[src/hdl/sai_pkg.sv]
// Shared types, constants and codes for the sorted array insert/search block.
`timescale 1ns / 1ps
package sai_pkg;

  localparam int unsigned CAPACITY = 32;
  localparam int unsigned VALUE_W  = 32;
  localparam int unsigned POS_W    = 6;
  localparam int unsigned IDX_W    = $clog2(CAPACITY);
  localparam int unsigned CNT_W    = $clog2(CAPACITY + 1);

  localparam logic OP_FIND   = 1'b0;
  localparam logic OP_INSERT = 1'b1;

  typedef struct packed {
    logic                      opcode;
    logic signed [VALUE_W-1:0] value;
  } sai_in_t;

  typedef struct packed {
    logic             found;
    logic [POS_W-1:0] position;
    logic             accepted;
    logic [POS_W-1:0] fill_count;
  } sai_out_t;

  typedef enum logic [2:0] {
    ST_IDLE,
    ST_SEARCH,
    ST_COMPARE,
    ST_RESOLVE,
    ST_SHIFT,
    ST_STORE,
    ST_DONE
  } sai_state_e;

  typedef struct packed {
    logic load;
    logic probe;
    logic miss;
    logic compare;
    logic resolve;
    logic shift_step;
    logic store;
    logic publish;
  } sai_cmd_t;

  typedef struct packed {
    logic live;
    logic hit;
    logic do_insert;
    logic shift_more;
  } sai_status_t;

endpackage

[src/hdl/sai_ram.sv]
// Generic single-write, single-read RAM with registered read data.
`timescale 1ns / 1ps
module sai_ram #(
  parameter int unsigned WIDTH = 32,
  parameter int unsigned DEPTH = 32
) (
  input  logic                       clk_i,
  input  logic                       we_i,
  input  logic [$clog2(DEPTH)-1:0]   waddr_i,
  input  logic [WIDTH-1:0]           wdata_i,
  input  logic [$clog2(DEPTH)-1:0]   raddr_i,
  output logic [WIDTH-1:0]           rdata_o
);

  logic [WIDTH-1:0] mem_q [DEPTH];

  always_ff @(posedge clk_i) begin
    if (we_i) begin
      mem_q[waddr_i] <= wdata_i;
    end
    rdata_o <= mem_q[raddr_i];
  end

endmodule

[src/hdl/sai_datapath.sv]
// Datapath: search bounds, shift pointers, entry RAM, count and result register.
`timescale 1ns / 1ps
module sai_datapath
  import sai_pkg::*;
(
  input  logic        clk_i,
  input  logic        rst_ni,
  input  sai_in_t     in_item_i,
  input  sai_cmd_t    cmd_i,
  output sai_status_t status_o,
  output sai_out_t    out_item_o
);

  logic signed [VALUE_W-1:0] key_q;
  logic                      op_q;
  logic [CNT_W-1:0]          lo_q, lo_d;
  logic [CNT_W-1:0]          hi1_q, hi1_d;
  logic [CNT_W-1:0]          mid_q;
  logic [CNT_W-1:0]          pos_q, pos_d;
  logic                      found_q, found_d;
  logic                      accepted_q;
  logic [CNT_W-1:0]          count_q, count_d;
  logic [CNT_W-1:0]          rd_ptr_q, rd_ptr_d;
  logic [IDX_W-1:0]          wr_addr_q;
  logic                      pend_q, pend_d;
  sai_out_t                  out_q;

  logic [CNT_W:0]            mid_sum;
  logic [CNT_W-1:0]          mid_c;
  logic [CNT_W-1:0]          rd_ptr_m1;
  logic signed [VALUE_W-1:0] rdata;
  logic                      ram_we;
  logic [IDX_W-1:0]          ram_waddr;
  logic [IDX_W-1:0]          ram_raddr;
  logic [VALUE_W-1:0]        ram_wdata;
  logic [VALUE_W-1:0]        ram_rdata;

  // floor((lo + hi) / 2) with hi = hi1 - 1; only used while lo < hi1
  assign mid_sum   = {1'b0, lo_q} + {1'b0, hi1_q} - (CNT_W + 1)'(1);
  assign mid_c     = mid_sum[CNT_W:1];
  assign rd_ptr_m1 = rd_ptr_q - CNT_W'(1);
  assign rdata     = ram_rdata;

  assign status_o.live       = lo_q < hi1_q;
  assign status_o.hit        = rdata == key_q;
  assign status_o.do_insert  = (op_q == OP_INSERT) && (count_q < CNT_W'(CAPACITY));
  assign status_o.shift_more = rd_ptr_q > pos_q;

  assign ram_raddr = cmd_i.probe ? mid_c[IDX_W-1:0] : rd_ptr_m1[IDX_W-1:0];
  assign ram_we    = (cmd_i.shift_step && pend_q) || cmd_i.store;
  assign ram_waddr = cmd_i.store ? pos_q[IDX_W-1:0] : wr_addr_q;
  assign ram_wdata = cmd_i.store ? key_q : ram_rdata;

  sai_ram #(
    .WIDTH(VALUE_W),
    .DEPTH(CAPACITY)
  ) u_ram (
    .clk_i  (clk_i),
    .we_i   (ram_we),
    .waddr_i(ram_waddr),
    .wdata_i(ram_wdata),
    .raddr_i(ram_raddr),
    .rdata_o(ram_rdata)
  );

  always_comb begin
    lo_d     = lo_q;
    hi1_d    = hi1_q;
    pos_d    = pos_q;
    found_d  = found_q;
    count_d  = count_q;
    rd_ptr_d = rd_ptr_q;
    pend_d   = pend_q;
    if (cmd_i.load) begin
      lo_d  = '0;
      hi1_d = count_q;
    end
    if (cmd_i.miss) begin
      found_d = 1'b0;
      pos_d   = lo_q;
    end
    if (cmd_i.compare) begin
      if (rdata == key_q) begin
        found_d = 1'b1;
        pos_d   = mid_q;
      end else if (key_q < rdata) begin
        hi1_d = mid_q;
      end else begin
        lo_d = mid_q + CNT_W'(1);
      end
    end
    if (cmd_i.resolve) begin
      rd_ptr_d = count_q;
      pend_d   = 1'b0;
    end
    if (cmd_i.shift_step) begin
      // move entry rd_ptr-1 up to rd_ptr, one read per cycle
      pend_d = status_o.shift_more;
      if (status_o.shift_more) begin
        rd_ptr_d = rd_ptr_m1;
      end
    end
    if (cmd_i.store) begin
      count_d = count_q + CNT_W'(1);
    end
  end

  always_ff @(posedge clk_i or negedge rst_ni) begin
    if (!rst_ni) begin
      count_q <= '0;
      pend_q  <= 1'b0;
    end else begin
      count_q <= count_d;
      pend_q  <= pend_d;
    end
  end

  always_ff @(posedge clk_i) begin
    lo_q     <= lo_d;
    hi1_q    <= hi1_d;
    pos_q    <= pos_d;
    found_q  <= found_d;
    rd_ptr_q <= rd_ptr_d;
    if (cmd_i.load) begin
      key_q <= in_item_i.value;
      op_q  <= in_item_i.opcode;
    end
    if (cmd_i.probe) begin
      mid_q <= mid_c;
    end
    if (cmd_i.resolve) begin
      accepted_q <= !((op_q == OP_INSERT) && (count_q >= CNT_W'(CAPACITY)));
    end
    if (cmd_i.shift_step && status_o.shift_more) begin
      wr_addr_q <= rd_ptr_q[IDX_W-1:0];
    end
    if (cmd_i.publish) begin
      out_q.found      <= found_q;
      out_q.position   <= POS_W'(pos_q);
      out_q.accepted   <= accepted_q;
      out_q.fill_count <= POS_W'(count_q);
    end
  end

  assign out_item_o = out_q;

endmodule

[src/hdl/sai_ctrl.sv]
// Controller state machine: sequences search, shift, store and result handoff.
`timescale 1ns / 1ps
module sai_ctrl
  import sai_pkg::*;
(
  input  logic        clk_i,
  input  logic        rst_ni,
  input  logic        in_valid_i,
  output logic        in_stall_o,
  output logic        out_valid_o,
  input  logic        out_stall_i,
  input  sai_status_t status_i,
  output sai_cmd_t    cmd_o
);

  sai_state_e state_q, state_d;
  logic       out_valid_q, out_valid_d;
  logic       out_busy;

  assign out_busy = out_valid_q && out_stall_i;

  always_comb begin
    state_d = state_q;
    unique case (state_q)
      ST_IDLE:    if (in_valid_i) state_d = ST_SEARCH;
      ST_SEARCH:  state_d = status_i.live ? ST_COMPARE : ST_RESOLVE;
      ST_COMPARE: state_d = status_i.hit ? ST_RESOLVE : ST_SEARCH;
      ST_RESOLVE: state_d = status_i.do_insert ? ST_SHIFT : ST_DONE;
      ST_SHIFT:   if (!status_i.shift_more) state_d = ST_STORE;
      ST_STORE:   state_d = ST_DONE;
      ST_DONE:    if (!out_busy) state_d = ST_IDLE;
      default:    state_d = ST_IDLE;
    endcase
  end

  always_comb begin
    cmd_o = '0;
    unique case (state_q)
      ST_IDLE:    cmd_o.load       = in_valid_i;
      ST_SEARCH: begin
        cmd_o.probe = status_i.live;
        cmd_o.miss  = !status_i.live;
      end
      ST_COMPARE: cmd_o.compare    = 1'b1;
      ST_RESOLVE: cmd_o.resolve    = 1'b1;
      ST_SHIFT:   cmd_o.shift_step = 1'b1;
      ST_STORE:   cmd_o.store      = 1'b1;
      ST_DONE:    cmd_o.publish    = !out_busy;
      default:    cmd_o = '0;
    endcase
  end

  assign out_valid_d = cmd_o.publish || out_busy;

  always_ff @(posedge clk_i or negedge rst_ni) begin
    if (!rst_ni) begin
      state_q     <= ST_IDLE;
      out_valid_q <= 1'b0;
    end else begin
      state_q     <= state_d;
      out_valid_q <= out_valid_d;
    end
  end

  assign in_stall_o  = state_q != ST_IDLE;
  assign out_valid_o = out_valid_q;

endmodule

[src/hdl/sorted_array_insert_search.sv]
// Top level: sorted array with binary search and ordered insert.
// Sequence: accept, binary search of S probes (at most ceil(log2(count+1)), 6 when full),
//   a final miss step when the search misses, then for an accepted insert one RAM read per
//   moved entry from the top down to the position, then the store, then the result.
//   A result still stalled at the output holds the block until the consumer takes it.
// Throughput: one item at a time; an insert at position 0 moves every stored entry.
// Reset: count clears to zero; entry RAM contents stay undefined and are never read
//   before being written.
`timescale 1ns / 1ps
module sorted_array_insert_search
  import sai_pkg::*;
(
  input  logic     clk_i,
  input  logic     rst_ni,
  input  logic     in_valid_i,
  output logic     in_stall_o,
  input  sai_in_t  in_item_i,
  output logic     out_valid_o,
  input  logic     out_stall_i,
  output sai_out_t out_item_o
);

  sai_cmd_t    cmd;
  sai_status_t status;

  // Controller: accept in idle, walk the search probes, drive the shift loop,
  // then hand the result to the output register. A new item is taken as soon
  // as the result is loaded, even while the consumer still stalls it.
  sai_ctrl u_ctrl (
    .clk_i      (clk_i),
    .rst_ni     (rst_ni),
    .in_valid_i (in_valid_i),
    .in_stall_o (in_stall_o),
    .out_valid_o(out_valid_o),
    .out_stall_i(out_stall_i),
    .status_i   (status),
    .cmd_o      (cmd)
  );

  // Datapath: one probe read per search/compare step during search, one entry moved
  // per cycle during the shift (read below, write one above, overlapped).
  sai_datapath u_dp (
    .clk_i     (clk_i),
    .rst_ni    (rst_ni),
    .in_item_i (in_item_i),
    .cmd_i     (cmd),
    .status_o  (status),
    .out_item_o(out_item_o)
  );

  // Refusal only happens to an insert into a full array.
  a_refuse_full : assert property (@(posedge clk_i) disable iff (!rst_ni)
    out_valid_o && !out_item_o.accepted |-> out_item_o.fill_count == POS_W'(CAPACITY))
    else $error("refused item while array not full");

  // Position never lies beyond the stored entries.
  a_pos_bound : assert property (@(posedge clk_i) disable iff (!rst_ni)
    out_valid_o |-> out_item_o.position <= out_item_o.fill_count)
    else $error("position beyond fill count");

  // Fill count never exceeds capacity.
  a_count_bound : assert property (@(posedge clk_i) disable iff (!rst_ni)
    out_valid_o |-> out_item_o.fill_count <= POS_W'(CAPACITY))
    else $error("fill count beyond capacity");

  // The controller only reaches the result handoff with the input side closed.
  a_no_accept_busy : assert property (@(posedge clk_i) disable iff (!rst_ni)
    cmd.publish |-> in_stall_o)
    else $error("result published while accepting");

endmodule

[config.mk]
export PLATFORM = sky130hd
export DESIGN_NAME = sorted_array_insert_search
export DESIGN_NICKNAME = d
export VERILOG_FILES = /design/src/hdl/sai_pkg.sv /design/src/hdl/sai_ram.sv /design/src/hdl/sai_datapath.sv /design/src/hdl/sai_ctrl.sv /design/src/hdl/sorted_array_insert_search.sv
export SDC_FILE = /design/constraint.sdc
export NUM_CORES = 2
export LEC_CHECK = 0
export ABC_AREA = 0
export BUFFER_PORTS_ARGS = -buffer_cell sky130_fd_sc_hd__buf_2
export CELL_PAD_IN_SITES_DETAIL_PLACEMENT = 1
export CELL_PAD_IN_SITES_GLOBAL_PLACEMENT = 1
export CORE_AREA = 2 2 421 423
export CTS_CLUSTER_DIAMETER = 100
export DETAILED_ROUTE_END_ITERATION = 6
export DIE_AREA = 0 0 423 425
export GPL_TIMING_DRIVEN = 0
export PLACE_DENSITY = 0.52
export REMOVE_ABC_BUFFERS = 1
export SLEW_MARGIN = 10
export SYNTH_ARGS = -nofsm -noshare
export SYNTH_HDL_FRONTEND = slang
export SYNTH_SLANG_ARGS = --single-unit
[constraint.sdc]
create_clock -name clk_i -period 6.7 [get_ports clk_i]
set_input_delay 1.005 -clock clk_i [delete_from_list [all_inputs] [get_ports clk_i]]
set_output_delay 1.005 -clock clk_i [all_outputs]
set_load 0.1 [all_outputs]
==> key figures <==
Timing
  • Max-slew violation count: 0
  • Final Skew: around 48 ps
  • RSZ-0062 raised after global routing: false
  • Max_slew headroom: 31.24%
  • Final setup fails: 0
  • Worst Tran Pin Value: 1028 ps
  • Fin. Hold Viols: 0
  • Fmax: 178.1 MHz
  • Period utilisation layout: between 80 and 90%
  • Final min period: 5616 ps

Synth
  • Synth Area in Simple Gates: between 10% and 20%
  • Top-count cell post-synth: edfxtp_1
  • Main synth FF type: edfxtp_1
  • Syn. warnings: 0
  • Synth unique cells: between 50 and 60
  • Post-Synthesis Cell Area: 0.05415 mm2
  • Synth async-reset ratio: less than 1%
  • #FFs+latches synth: about 1200
  • Post-synthesis mux area share: 2.678%
  • Number of synthesized flops with an enable pin: 1083
  • Largest family of logic cells by synthesized area: compound AO/OA/AOI/OAI gates
  • Mapped Avg Cell Area: between 10 and 15 um2
  • Post-synth top area cell: edfxtp_1
  • Share of the synthesized area in the top cell type: between 60 and 70%
  • Seq/Total Area, Yosys: approximately 63%
  • Mapped Cells: about 4700
  • Area share of fa/ha/maj cells after synthesis: approximately 1.4%
  • Compound-Gate Fraction of Synth Area: 15.94%
  • Commonest cells post-synth: edfxtp_1, nand2_1, nand3_1, clkbuf_1, o21ai_0
  • Synth area leaders: edfxtp_1, nand3_1, a311oi_1
  • Post-synthesis xor/xnor area fraction: less than 1%

Hold path
  • Worst min-delay path category: primary input to async pin

Setup path
  • Biggest fanout along the worst timing path: 57
  • Internal reg-to-reg setup slack: 1080 ps
  • Startpoint types: flip-flop
  • Crit path kind: flip-flop to flip-flop
  • Required time worst endpoint: approximately 7400 ps
  • Crit end category: flip-flop
  • Crit path DAT: approximately 6300 ps

Clock network
  • Deepest clock path buffer count: 3
  • Number of gates resized after cts: 0
  • Hold-fix buffers, CTS: 0
  • Clk sink count: between 1000 and 1500
  • Post-CTS Setup Bufs: 0
  • Clock-pin slew on the worst setup and hold paths: about 60 ps
  • H-tree Lvls: 4
  • Clock root cell: clkbuf_16
  • TritonCTS clock tree: built
  • Total CTS buffers: 139
  • Worst skew pair latency: approximately 800 ps

Detailed routing
  • Final ANT Viol Nets: 0
  • 1st-iter DRT viols: ~3700
  • Post-detailed-route wirelength per cell: a little under 30 um
  • DRC errors left: 0
  • First-pass detailed-route iteration total: 5
  • Vias after detailed routing: 41930
  • DR vias/cell: 5.838
  • Routed WL: about 210 mm

Die
  • Area of the die: 0.1798 mm2
  • Num ports: 53
  • Initial Util: between 30 and 40%
  • Die width: roughly 420 um
  • Core footprint: 0.1753 mm2
  • Cell row count: approximately 150
  • Die Span Y: roughly 430 um

GRT
  • Largest net degree at the start of global routing: 85
  • First-pass GRT wire length: 305.0 mm
  • Grt ovf: 0
  • Vias in the first global route: 43310
  • Total GRT Usage: 23.12%
  • Antenna violations before repair: 3

Layout
  • Layout cell share with drive strength beyond 1: between 10% and 20%
  • Non-filler cells, final: between 7000 and 8000
  • Synth-to-Final Area Change: 21.88%
  • Final nets: 4825

Placed design
  • Count of input and output buffers: 52
  • DP Cell Count: approximately 6900
  • Post-DP HPWL: 140.7 mm
  • Global placement routability congestion: ~0.73

Job
  • Max cap viols: 0

Outcome
  • Status: finished, final reports clean
## routing by layer
metal | track usage, % | wire [um] | up-vias
li1 | - | - | 18150
met1 | 32.39 | 96040 | 22060
met2 | 36.30 | 95730 | 1353
met3 | 3.830 | 12600 | 373
met4 | 7.764 | 6877 | 0
met5 | 0 | 0 | -
## state kept, by name, summed over array words and instances, names as in the netlist
signal / flops
u_dp.count_q: 6
u_dp.op_q: 1
u_dp.pos_q: 6
u_dp.found_q: 1
u_dp.key_q: 32
u_dp.out_item_o: 14
u_dp.accepted_q: 1
u_dp.lo_q: 6
u_dp.u_ram.mem_q: 1024
u_dp.hi1_q: 6
u_dp.pend_q: 1
u_ctrl.out_valid_o: 1
u_ctrl.state_q: 3
u_dp.rd_ptr_q: 6
u_dp.u_ram.rdata_o: 32
u_dp.mid_q: 6
u_dp.wr_addr_q: 5
## cell families (layout without fill, tap and decap cells)
logic type | count (synthesis) | count (layout)
and+or+nand+nor | 1521 | 1521
xor gates and xnor gates | 17 | 17
DFF | 1151 | 1151
adders and majority gates | 58 | 58
muxes | 144 | 144
buffers and inverters | 521 | 669
other | 0 | 1
AOI/OAI and AO/OA | 1281 | 1281
## cells in the final DEF, fill, tap and decap left out, drive strengths merged, types with 137 or more instances in the layout
master	instances
nand2	593
mux2i	137
a211oi	259
o21ai	312
edfxtp	1083
buf	347
a311oi	257
nand2b	259
a21oi	290
clkbuf	183
nand3	524
## final timing paths
| check | from | end | cells after the start |
|---|---|---|---|
| hold reg to reg | u_dp.accepted_q$_DFFE_PP_ | u_dp.out_item_o[6]$_DFFE_PP_ | 0 |
| setup / recovery | u_dp.lo_q[1]$_DFF_P_ | u_dp.u_ram.rdata_o[3]$_DFF_P_ | 20 |
| max in group asynchronous | rst_ni | u_dp.count_q[3]$_DFFE_PN0P_ | 1 |
| setup reg to reg | u_dp.lo_q[1]$_DFF_P_ | u_dp.u_ram.rdata_o[3]$_DFF_P_ | 20 |
| min in group clk_i | in_item_i[3] | u_dp.key_q[3]$_DFFE_PP_ | 1 |
| hold / removal | rst_ni | u_ctrl.state_q[1]$_DFFE_PN0P_ | 1 |
## critical path, stage by stage (launching register included)
cell and delay [ps]:
dfxtp_1 360, inv_1 80, ha_1 280, inv_1 50
ha_1 250, fa_4 550, xnor2_2 680, buf_8 250
buf_8 170, buf_6 200, inv_8 170, nor3_2 780
buf_4 340, buf_8 170, buf_4 220, nor2_4 140
buf_12 190, buf_12 190, nand3_1 100, a32oi_1 130
nand4_1 170
## cell type report
class | count | area, um2
diodes | 1 | 2.502
flip-flops and latches | 1151 | 33940
inverters | 70 | 272.8
repair buffers | 347 | 5549
multi-input cells | 3021 | 18830
clock buffers | 183 | 3776
clock inverters | 69 | 701.9
well taps | 2340 | 2928
fillers | 18460 | 109400
## stage by stage
stage | worst slack [ps] | area [um2] | util [%] | setup TNS, ps | hold slack [ps]
2_1_floorplan | -26240 | 52410 | - | -982980 | 400.3
3_3_place_gp | -117810 | 55600 | 31.71 | - | 437.4
3_5_place_dp | 1100 | 61510 | 35.08 | 0 | 414.4
4_1_cts | 1082 | 65990 | 37.63 | 0 | 69.05
5_1_grt | 876.9 | 65990 | 37.64 | 0 | 89.42
6_report | 1084 | 65990 | 37.64 | 0 | 110.6
Power is not shown: default switching activity piles up to over one toggle a cycle in this logic, so the estimate is an artifact.
